## src/rtl/slpa_pkg.sv

```systemverilog
// ----------------------------------------------------------------------------
// slpa_pkg
// Shared types, constants and lookup tables for the status LED animator.
// ----------------------------------------------------------------------------
`default_nettype none

package slpa_pkg;

    localparam int STATUS_COUNT = 8;
    localparam int STATUS_LIMIT = (STATUS_COUNT < 8) ? STATUS_COUNT : 8;

    localparam logic [9:0] FORCE_WAIT_MS = 10'd100;
    localparam logic [9:0] FLASH_WAIT_MS = 10'd50;

    localparam logic [9:0] FAST_BLINK_RESET   = 10'd150;
    localparam logic [9:0] SLOW_BLINK_RESET   = 10'd500;
    localparam logic [9:0] BREATH_STEP_RESET  = 10'd50;
    localparam logic [5:0] BREATH_COUNT_RESET = 6'd20;
    localparam logic [9:0] SOLID_POLL_RESET   = 10'd200;

    localparam logic [7:0] REG_FAST_BLINK   = 8'd0;
    localparam logic [7:0] REG_SLOW_BLINK   = 8'd1;
    localparam logic [7:0] REG_BREATH_STEP  = 8'd2;
    localparam logic [7:0] REG_BREATH_COUNT = 8'd3;
    localparam logic [7:0] REG_SOLID_POLL   = 8'd4;

    localparam logic [2:0] COLOR_OFF     = 3'd0;
    localparam logic [2:0] COLOR_BLUE    = 3'd1;
    localparam logic [2:0] COLOR_RED     = 3'd2;
    localparam logic [2:0] COLOR_GREEN   = 3'd3;
    localparam logic [2:0] COLOR_CYAN    = 3'd5;
    localparam logic [2:0] COLOR_YELLOW  = 3'd6;
    localparam logic [2:0] STATUS_IDLE   = 3'd7;

    typedef enum logic [2:0] {
        CMD_TICK  = 3'd0,
        CMD_SET   = 3'd1,
        CMD_CLEAR = 3'd2,
        CMD_FLASH = 3'd3,
        CMD_FORCE = 3'd4
    } cmd_t;

    typedef enum logic [1:0] {
        KIND_FAST    = 2'd0,
        KIND_SLOW    = 2'd1,
        KIND_BREATHE = 2'd2,
        KIND_SOLID   = 2'd3
    } kind_t;

    typedef struct packed {
        logic [7:0]  active_mask;
        logic        forced_dark;
        logic [15:0] flash_left;
        logic [2:0]  flash_color_held;
        logic [9:0]  wait_left;
        logic [5:0]  breath_position;
        logic        breath_rising;
        logic        blink_phase_on;
        logic [2:0]  shown_color;
    } anim_state_t;

    typedef struct packed {
        logic [9:0] fast_blink_ms;
        logic [9:0] slow_blink_ms;
        logic [9:0] breath_tick_ms;
        logic [5:0] breath_step_count;
        logic [9:0] solid_poll_ms;
    } cfg_t;

    typedef struct packed {
        logic [2:0]  cmd;
        logic [2:0]  status_index;
        logic [2:0]  flash_color;
        logic [15:0] flash_duration_ms;
        logic        force_value;
    } item_t;

    typedef struct packed {
        logic [2:0] led_color;
        logic       color_written;
        logic [2:0] winning_status;
        logic       flash_busy;
    } result_t;

    function automatic kind_t status_kind(input logic [2:0] status);
        kind_t k;
        unique case (status)
            3'd0, 3'd1: k = KIND_FAST;
            3'd2, 3'd5: k = KIND_SLOW;
            3'd3:       k = KIND_BREATHE;
            default:    k = KIND_SOLID;
        endcase
        return k;
    endfunction

    function automatic logic [2:0] status_color(input logic [2:0] status);
        logic [2:0] c;
        unique case (status)
            3'd0, 3'd1, 3'd2: c = COLOR_RED;
            3'd3:             c = COLOR_YELLOW;
            3'd4:             c = COLOR_GREEN;
            3'd5:             c = COLOR_BLUE;
            3'd6:             c = COLOR_CYAN;
            default:          c = COLOR_OFF;
        endcase
        return c;
    endfunction

    // lowest set index wins, idle when none
    function automatic logic [2:0] winner(input logic [7:0] mask);
        logic [2:0] w;
        w = STATUS_IDLE;
        for (int i = STATUS_LIMIT - 1; i >= 0; i--) begin
            if (mask[i])
            begin
                w = 3'(i);
            end
        end
        return w;
    endfunction

endpackage

`default_nettype wire

```

## src/rtl/slpa_step.sv

```systemverilog
// ----------------------------------------------------------------------------
// slpa_step
// Next-state and result logic for one item: status mask update, flash
// countdown, wait pacing and the animation step.
// ----------------------------------------------------------------------------
`default_nettype none

module slpa_step
    import slpa_pkg::*;
(
    input  wire anim_state_t st,
    input  wire cfg_t        cfg,
    input  wire item_t       item,
    output anim_state_t      st_next,
    output result_t          res
);

    logic [2:0] win_cur;
    kind_t      kind;
    logic [2:0] color;
    logic       written;
    logic [5:0] pos_step;

    assign win_cur = winner(st.active_mask);
    assign kind    = status_kind(win_cur);
    assign color   = status_color(win_cur);

    always_comb
    begin
        st_next  = st;
        written  = 1'b0;
        pos_step = st.breath_position;
        unique case (cmd_t'(item.cmd))
            CMD_TICK:
            begin
                if (st.flash_left != 16'd0)
                begin
                    st_next.flash_left = st.flash_left - 16'd1;
                end
                if (st.wait_left > 10'd1)
                begin
                    st_next.wait_left = st.wait_left - 10'd1;
                end
                else
                begin
                    written = 1'b1;
                    if (st.forced_dark)
                    begin
                        st_next.shown_color = COLOR_OFF;
                        st_next.wait_left   = FORCE_WAIT_MS;
                    end
                    else if (st_next.flash_left != 16'd0)
                    begin
                        st_next.shown_color = st.flash_color_held;
                        st_next.wait_left   = FLASH_WAIT_MS;
                    end
                    else
                    begin
                        unique case (kind)
                            KIND_BREATHE:
                            begin
                                if (st.breath_rising)
                                begin
                                    if (st.breath_position != 6'd63)
                                    begin
                                        pos_step = st.breath_position + 6'd1;
                                    end
                                    st_next.breath_rising = !(pos_step >= cfg.breath_step_count);
                                end
                                else
                                begin
                                    if (st.breath_position != 6'd0)
                                    begin
                                        pos_step = st.breath_position - 6'd1;
                                    end
                                    st_next.breath_rising = (pos_step == 6'd0);
                                end
                                st_next.breath_position = pos_step;
                                st_next.shown_color = (pos_step > (cfg.breath_step_count >> 1))
                                                      ? color : COLOR_OFF;
                                st_next.wait_left = cfg.breath_tick_ms;
                            end
                            KIND_FAST, KIND_SLOW:
                            begin
                                st_next.shown_color    = st.blink_phase_on ? color : COLOR_OFF;
                                st_next.blink_phase_on = !st.blink_phase_on;
                                st_next.wait_left      = (kind == KIND_FAST)
                                                         ? cfg.fast_blink_ms : cfg.slow_blink_ms;
                            end
                            default:
                            begin
                                st_next.shown_color = color;
                                st_next.wait_left   = cfg.solid_poll_ms;
                            end
                        endcase
                    end
                end
            end
            CMD_SET:
            begin
                if (int'(item.status_index) < STATUS_COUNT)
                begin
                    st_next.active_mask[item.status_index] = 1'b1;
                end
            end
            CMD_CLEAR:
            begin
                if (int'(item.status_index) < STATUS_COUNT)
                begin
                    st_next.active_mask[item.status_index] = 1'b0;
                end
            end
            CMD_FLASH:
            begin
                st_next.flash_color_held = item.flash_color;
                st_next.flash_left       = item.flash_duration_ms;
            end
            CMD_FORCE:
            begin
                st_next.forced_dark = item.force_value;
                if (item.force_value)
                begin
                    st_next.shown_color = COLOR_OFF;
                    written             = 1'b1;
                end
            end
            default:
            begin
                st_next = st;
            end
        endcase
    end

    assign res.led_color      = st_next.shown_color;
    assign res.color_written  = written;
    assign res.winning_status = winner(st_next.active_mask);
    assign res.flash_busy     = (st_next.flash_left != 16'd0);

endmodule

`default_nettype wire

```

## src/rtl/status_led_priority_animator_core.sv

```systemverilog
// ----------------------------------------------------------------------------
// status_led_priority_animator_core
// Status LED controller with priority mask, force-off, one-shot flash and
// blink/breathe/solid animation paced by millisecond ticks.
// Results are registered: each item passes the input register, then the result
// register; throughput one item per cycle while the output is not stalled, set by
// the single state update pass. One item is held in the input register while a result waits.
// Reset (rst_n low, asynchronous) restores default config and clears state.
// ----------------------------------------------------------------------------
`default_nettype none

module status_led_priority_animator_core
    import slpa_pkg::*;
(
    input  wire logic        clk,
    input  wire logic        rst_n,

    input  wire logic        cfg_valid,
    output logic             cfg_ready,
    input  wire logic [7:0]  cfg_index,
    input  wire logic [9:0]  cfg_data,

    input  wire logic        in_valid,
    output logic             in_stall,
    input  wire logic [2:0]  cmd,
    input  wire logic [2:0]  status_index,
    input  wire logic [2:0]  flash_color,
    input  wire logic [15:0] flash_duration_ms,
    input  wire logic        force_value,

    output logic             out_valid,
    input  wire logic        out_stall,
    output logic [2:0]       led_color,
    output logic             color_written,
    output logic [2:0]       winning_status,
    output logic             flash_busy
);

    cfg_t        cfg_reg;
    cfg_t        cfg_next;
    logic        in_full_reg;
    logic        in_full_next;
    item_t       item_reg;
    anim_state_t state_reg;
    anim_state_t state_next;
    logic        out_valid_reg;
    logic        out_valid_next;
    result_t     res_reg;
    result_t     res_next;
    logic        advance;
    logic        in_take;

    assign cfg_ready = 1'b1;

    always_comb
    begin
        cfg_next = cfg_reg;
        if (cfg_valid)
        begin
            unique case (cfg_index)
                REG_FAST_BLINK:   cfg_next.fast_blink_ms     = cfg_data;
                REG_SLOW_BLINK:   cfg_next.slow_blink_ms     = cfg_data;
                REG_BREATH_STEP:  cfg_next.breath_tick_ms    = cfg_data;
                REG_BREATH_COUNT: cfg_next.breath_step_count = cfg_data[5:0];
                REG_SOLID_POLL:   cfg_next.solid_poll_ms     = cfg_data;
                default:          cfg_next = cfg_reg;
            endcase
        end
    end

    always_ff @(posedge clk or negedge rst_n)
    begin
        if (!rst_n)
        begin
            cfg_reg.fast_blink_ms     <= FAST_BLINK_RESET;
            cfg_reg.slow_blink_ms     <= SLOW_BLINK_RESET;
            cfg_reg.breath_tick_ms    <= BREATH_STEP_RESET;
            cfg_reg.breath_step_count <= BREATH_COUNT_RESET;
            cfg_reg.solid_poll_ms     <= SOLID_POLL_RESET;
        end
        else
        begin
            cfg_reg <= cfg_next;
        end
    end

    // handshake between input register and result register
    assign advance        = in_full_reg && (!out_valid_reg || !out_stall);
    assign in_stall       = in_full_reg && !advance;
    assign in_take        = in_valid && !in_stall;
    assign in_full_next   = in_take || (in_full_reg && !advance);
    assign out_valid_next = advance || (out_valid_reg && out_stall);

    always_ff @(posedge clk or negedge rst_n)
    begin
        if (!rst_n)
        begin
            in_full_reg   <= 1'b0;
            out_valid_reg <= 1'b0;
        end
        else
        begin
            in_full_reg   <= in_full_next;
            out_valid_reg <= out_valid_next;
        end
    end

    always_ff @(posedge clk)
    begin
        if (in_take)
        begin
            item_reg.cmd               <= cmd;
            item_reg.status_index      <= status_index;
            item_reg.flash_color       <= flash_color;
            item_reg.flash_duration_ms <= flash_duration_ms;
            item_reg.force_value       <= force_value;
        end
        if (advance)
        begin
            res_reg <= res_next;
        end
    end

    slpa_step u_step (
        .st      (state_reg),
        .cfg     (cfg_reg),
        .item    (item_reg),
        .st_next (state_next),
        .res     (res_next)
    );

    always_ff @(posedge clk or negedge rst_n)
    begin
        if (!rst_n)
        begin
            state_reg.active_mask      <= '0;
            state_reg.forced_dark      <= 1'b0;
            state_reg.flash_left       <= '0;
            state_reg.flash_color_held <= '0;
            state_reg.wait_left        <= '0;
            state_reg.breath_position  <= '0;
            state_reg.breath_rising    <= 1'b1;
            state_reg.blink_phase_on   <= 1'b1;
            state_reg.shown_color      <= COLOR_OFF;
        end
        else if (advance)
        begin
            state_reg <= state_next;
        end
    end

    assign out_valid      = out_valid_reg;
    assign led_color      = res_reg.led_color;
    assign color_written  = res_reg.color_written;
    assign winning_status = res_reg.winning_status;
    assign flash_busy     = res_reg.flash_busy;

    // result register always mirrors the state left by its item
    a_flash_busy_matches: assert property (@(posedge clk) disable iff (!rst_n)
        out_valid_reg |-> (flash_busy == (state_reg.flash_left != 16'd0)))
        else $error("flash_busy out of step with flash countdown");

    a_colour_matches: assert property (@(posedge clk) disable iff (!rst_n)
        out_valid_reg |-> (led_color == state_reg.shown_color))
        else $error("led_color out of step with shown colour");

    a_forced_dark: assert property (@(posedge clk) disable iff (!rst_n)
        (out_valid_reg && color_written && state_reg.forced_dark) |-> (led_color == COLOR_OFF))
        else $error("colour written while forced dark");

    a_advance_fills: assert property (@(posedge clk) disable iff (!rst_n)
        advance |=> out_valid_reg)
        else $error("result lost after advance");

    a_empty_no_stall: assert property (@(posedge clk) disable iff (!rst_n)
        !in_full_reg |-> !in_stall)
        else $error("input stalled with empty input register");

endmodule

`default_nettype wire
```

## config.mk

```make
export PLATFORM = sky130hd
export DESIGN_NAME = status_led_priority_animator_core
export DESIGN_NICKNAME = d
export VERILOG_FILES = /design/src/rtl/slpa_pkg.sv /design/src/rtl/slpa_step.sv /design/src/rtl/status_led_priority_animator_core.sv
export SDC_FILE = /design/constraint.sdc
export NUM_CORES = 1
export LEC_CHECK = 0
export ABC_AREA = 1
export BUFFER_PORTS_ARGS = -buffer_cell sky130_fd_sc_hd__buf_2
export CORE_ASPECT_RATIO = 0.5
export CORE_MARGIN = 2
export CORE_UTILIZATION = 45
export DETAILED_ROUTE_END_ITERATION = 8
export GPL_ROUTABILITY_DRIVEN = 0
export GPL_TIMING_DRIVEN = 0
export SLEW_MARGIN = 15
export SYNTH_ARGS = -nofsm -noshare
export SYNTH_HDL_FRONTEND = slang
export SYNTH_SLANG_ARGS = --single-unit
```

## constraint.sdc

```tcl
create_clock -name clk -period 3.42 [get_ports clk]
set_input_delay 0.171 -clock clk [delete_from_list [all_inputs] [get_ports clk]]
set_output_delay 0.171 -clock clk [all_outputs]
set_load 0.05 [all_outputs]
```

Word level (Yosys, flattened, before mapping)
Index checks and enable logic that the tools add are counted.
- register bits after elaboration: 131
- latch bits: 0
- bits in writable memories: 0
- memory bits (read-only): 0
- bits of input ports: 49
- output and inout bits: 11
- word-level logic and storage cells: 159
- memories: 0
- add/subtract/negate cells: 4
- multiply operators: 0
- div/mod/pow operators: 0
- $lt $le $gt $ge: 5
- eq/ne operators: 17
- shift-type cells: 0
- mux-type cells: 58
- bitwise operators: 6
- reductions and logical operators: 41
- operators with widths (cell ; count):
    $mux 6 ; 20
    $reduce_bool 16->1 ; 3
    $mux 10 ; 4
    $mux 3 ; 12
    $mux 16 ; 2
    $pmux 16 s2 ; 1
    $pmux 10 s2 ; 1
    $reduce_and 2->1 ; 9
    $eq 8x2->1 const B ; 2
    $pmux 8 s2 ; 1
    $sub 16x1->16 const B ; 1
    $pmux 3 s5 ; 1
    $eq 3x2->1 const B ; 4
    $eq 3x3->1 const B ; 4
    $pmux 3 s2 ; 2
    $reduce_and 6->1 ; 2
    $gt 10x1->1 const B ; 1
    $sub 10x1->10 const B ; 1
    $and 8x8->8 ; 1
    $eq 8x1->1 const B ; 1
    $eq 8x3->1 const B ; 1
    $logic_not 8->1 ; 1
    $mux 2 ; 4
    $not 8->8 ; 1
    27 further kinds ; 51

Longest topological paths before layout
- word-level depth: 29
- mapped depth: 27
- mapped depth without buffers: 27

Cells and area by module
Synthesis repeated with hierarchy kept, for this count alone.
- cell total of the unflattened synthesis: 1124
- area total of the unflattened synthesis: 8222.9 um^2
- by module, submodules not included (module ; times used ; cells each ; area each (um^2) ; sequential area each (um^2)):
    status_led_priority_animator_core ; 1 ; 472 ; 4902.2 ; 3473.3
    slpa_step ; 1 ; 652 ; 3320.7 ; 0.0

Least setup slack after synthesis
Ideal clock, no wire load.
- path kind: register to register
- from: reg state_reg[5] (netlist name)
- to: reg res_reg, in the netlist led_color[1], data pin
- library setup time: 258 ps
- arrival: 2599 ps
- data required time: 3162 ps
- setup slack: 564 ps
- cell stages (with the launch flop): 26
- path buffers: 0
- clock period less this slack: 2856 ps
- path through: dfrtp_1 > inv_1 > ha_1 > nand4_1 > inv_1 > or2_2 > o21ai_0 > inv_1 > o21ai_0 > ha_1 > inv_1 > o21bai_1 > nand2_1 > nand2_1 > nand2_1 > nand2_1 > nand2_1 > nand3_1 > nand2_1 > nand2_1 > nand2_1 > nand3_1 > nand2_1 > nand2_1 > nand2_1 > nand2_1
- RTL lines (element ; RTL line ; text):
    start: declaration ; status_led_priority_animator_core.sv:44 ; anim_state_t state_reg;
    start signal: assignment ; status_led_priority_animator_core.sv:148 ; state_reg <= state_next;
    end signal: assignment ; status_led_priority_animator_core.sv:120 ; res_reg <= res_next;
    end: declaration ; status_led_priority_animator_core.sv:48 ; result_t res_reg;

==> impl_metrics.tcl <==
set metrics [dict create \
    die-area_mm2 0.01756 \
    die_width_um 185.4 \
    worst_pin_slew_ns 1.120 \
    met2_usage 0.4021 \
    synth_fp_nets 1010 \
    cp_slowest_stage_delay_ns 0.43 \
    antenna_found_initial 0 \
    async_reset_ff_frac 0.7385 \
    avgSynthCellArea_um2 7.845 \
    layout.nets 1118 \
    hold_violations 0 \
    syn2layout_area_growth_pct 21.19 \
    fin_crit_ns 3.154 \
    cts_made_buffers 17 \
    maxCapViolCount 0 \
    first_global_vias 6595 \
    stdcell_count 1292 \
    drc_errors 0 \
    hold_start "cfg_data[7]" \
    gr-usage-met3 0.05283 \
    diodes 0 \
    cts-root-buf "clkbuf_16" \
    wl_um 19660 \
    start_util 0.4564 \
    cts_tree "yes" \
    num_rows 33 \
    ir_drop_mv 0.4219 \
    viasPerCell 5.238 \
    dp_cells 1230 \
    cp_slowest_cell "dfrtp_2" \
    r2r_start "state_reg[5]" \
    synth_edf_count 34 \
    grt.total_usage 0.2413 \
    synth.distinct_cells 51 \
    dp_hpwl_um 13780 \
    cts_buffer_depth 2 \
    core_area_mm2 0.01623 \
    slew_viol_final 0 \
    crit_type "register to register" \
    p_seq_frac 0.338 \
    io-pin-count 60 \
    path_common_cell "nand2_1" \
    seq_area_frac_synth 0.4656 \
    setup_viol 0 \
    fin_util 0.5531 \
    h-tree-depth 4 \
    cp-end-kind "register" \
    cts_sinks 130 \
    final.period_utilization 0.9223 \
    fmax_ghz 0.3170 \
    p_sw_frac 0.3912 \
    leakagePower_uw 0.004154 \
    synth_cells 944 \
    clkTransAtPathRegs_ns 0.07 \
    mostFrequentLayoutCells "nand2_1, inv_1, o21ai_0" \
    switchingPower_uw 2310 \
    largest_reg_flops 48 \
    power_density_mw_per_mm2 658.0 \
    dr.pass1.iters 5 \
    clk_latency_ns 0.43 \
    use_met1 0.3089 \
    crit_arrival_ns 3.33 \
    critical-path-top-delay-family "simple AND/OR/NAND/NOR gates" \
    comb_power_share 0.333 \
    grt_max_degree 54 \
    top_usage_layer "met2" \
    port_buffers 58 \
    drtAntennaViolNets 0 \
    ys_warn_count 0 \
    drive_above_1_share 0.1559 \
    detailroute.via_count 6767 \
    finClkSkew_ns 0.008841 \
    post_drt_wl_per_cell_um 15.22 \
    max_slew_margin 0.2525 \
    path_max_fanout 6 \
    outcome "finished, final reports clean" \
    fin_setup_tns_ns 0 \
    netlist_area_mm2 0.007406 \
    critPathLaunch "state_reg[5]" \
    die_h_um 94.71 \
    hold_class "primary input to register" \
    whs_ns 0.03247 \
    drt_iter0_drc 447 \
    path_buf_inv 4 \
    overflow 0 \
    layout_commonest_cell "nand2_1" \
    internal-power_uw 3595 \
    required_ns 3.59 \
    synth-main-ff-cell "dfrtp_1" \
    clockPowerShare 0.329 \
    ys_ff_latch 130 \
    startpoint_type "register" \
    grt_pass1_wl_um 32420 \
]
power groups by stage:
| stage | clock (µW) | sequential [µW] | combinational [µW] |
|---|---|---|---|
| CTS | 1980 | 1990 | 1950 |
| global placement | 0 | 2010 | 1880 |
| floorplan | 0 | 2030 | 1380 |
| finish | 1940 | 1990 | 1970 |
| detailed placement | 0 | 2010 | 1910 |
| global route | 2050 | 2020 | 2210 |
metrics by stage:
step / worst slack, ns / total power, µW / area [µm²]
finish: 0.2656 / 5906 / 8975
global placement: -0.003962 / 3888 / 7980
CTS: 0.02066 / 5915 / 8926
detailed placement: -0.02096 / 3927 / 8014
global route: -0.03503 / 6287 / 8975
floorplan: 0.5638 / 3408 / 7406
area by class of cell:
| class | count | area, µm² |
|---|---|---|
| inverters | 111 | 419.2 |
| repair buffers | 90 | 629.4 |
| clock buffers | 17 | 425.4 |
| multi-input cells | 671 | 3428 |
| well taps | 227 | 284.0 |
| fillers | 1503 | 7252 |
| clock inverters | 15 | 196.4 |
| flip-flops and latches | 130 | 3451 |
| plain buffers | 31 | 141.4 |
routing by layer:
| metal | wire length [µm] | up-vias |
|---|---|---|
| li1 | - | 3351 |
| met1 | 9072 | 3218 |
| met2 | 9228 | 166 |
| met3 | 999 | 32 |
| met4 | 362 | 0 |
| met5 | 0 | - |
worst register-to-register path, stage by stage, from the launching register on:
cell and delay, ns:
dfrtp_2 0.43, inv_4 0.07, ha_1 0.20, nand4_1 0.19, inv_2 0.08, or2_2 0.29, o21ai_2 0.07, inv_1 0.07
o21ai_2 0.17, ha_1 0.27, inv_1 0.06, o21bai_1 0.06, nand2_1 0.07, nand2_1 0.05, nand2_1 0.06, nand2_1 0.04
nand2_1 0.07, nand3_2 0.09, nand2_1 0.08, nand2_1 0.07, nand2_1 0.07, nand3_1 0.07, nand2_1 0.09, nand2_1 0.05
nand2_1 0.05, nand2_1 0.08
path summary, 6_finish.rpt:
kind / cells after the start / endpoint / slack, ns
min reg2reg: 2 / cfg_reg[35] / 0.49
max: 25 / led_color[1] / 0.27
max in group asynchronous: 3 / state_reg[3] / 2.48
max reg2reg: 25 / led_color[1] / 0.27
min in group asynchronous: 2 / cfg_reg[26] / 0.27
min: 3 / cfg_reg[33] / 0.03
synth_stat cells, drive strengths merged (2+ instances only):
master	count	share of area
a21boi	2	0.0020
a21oi	28	0.019
a22oi	11	0.011
a31oi	4	0.0034
and2	2	0.0017
buf	7	0.0069
clkbuf	25	0.013
dfrtp	76	0.26
dfstp	20	0.071
edfxtp	34	0.14
ha	17	0.029
inv	110	0.056
nand2	291	0.15
nand3	54	0.039
nand3b	2	0.0020
nand4	15	0.014
nor2	72	0.042
nor3	15	0.011
nor4	9	0.0096
o211ai	2	0.0020
o21a	7	0.0071
o21ai	103	0.073
o221ai	11	0.013
o22ai	3	0.0025
or2	4	0.0034
xnor2	3	0.0035
xor2	7	0.0083
kinds of logic after synthesis:
group                      after synthesis  synth area share
AOI/OAI and AO/OA                      177            0.1394
xor gates and xnor gates                10           0.01183
adders and majority gates               17           0.02872
buffers and inverters                  143           0.07586
DFF                                    130            0.4656
muxes                                    1          0.001520
other                                    1         0.0005064
and+or+nand+nor                        465            0.2766
repair_timing:
action,4_1_cts,5_1_grt
endpoints found under the setup margin,4,4
setup buffers,0,2
endpoints found under the hold margin,69,0
hold buffers,29,0
pin swaps,0,2
resized for setup,1,19
cloned,0,0
Power figures use the tool's default switching activity.
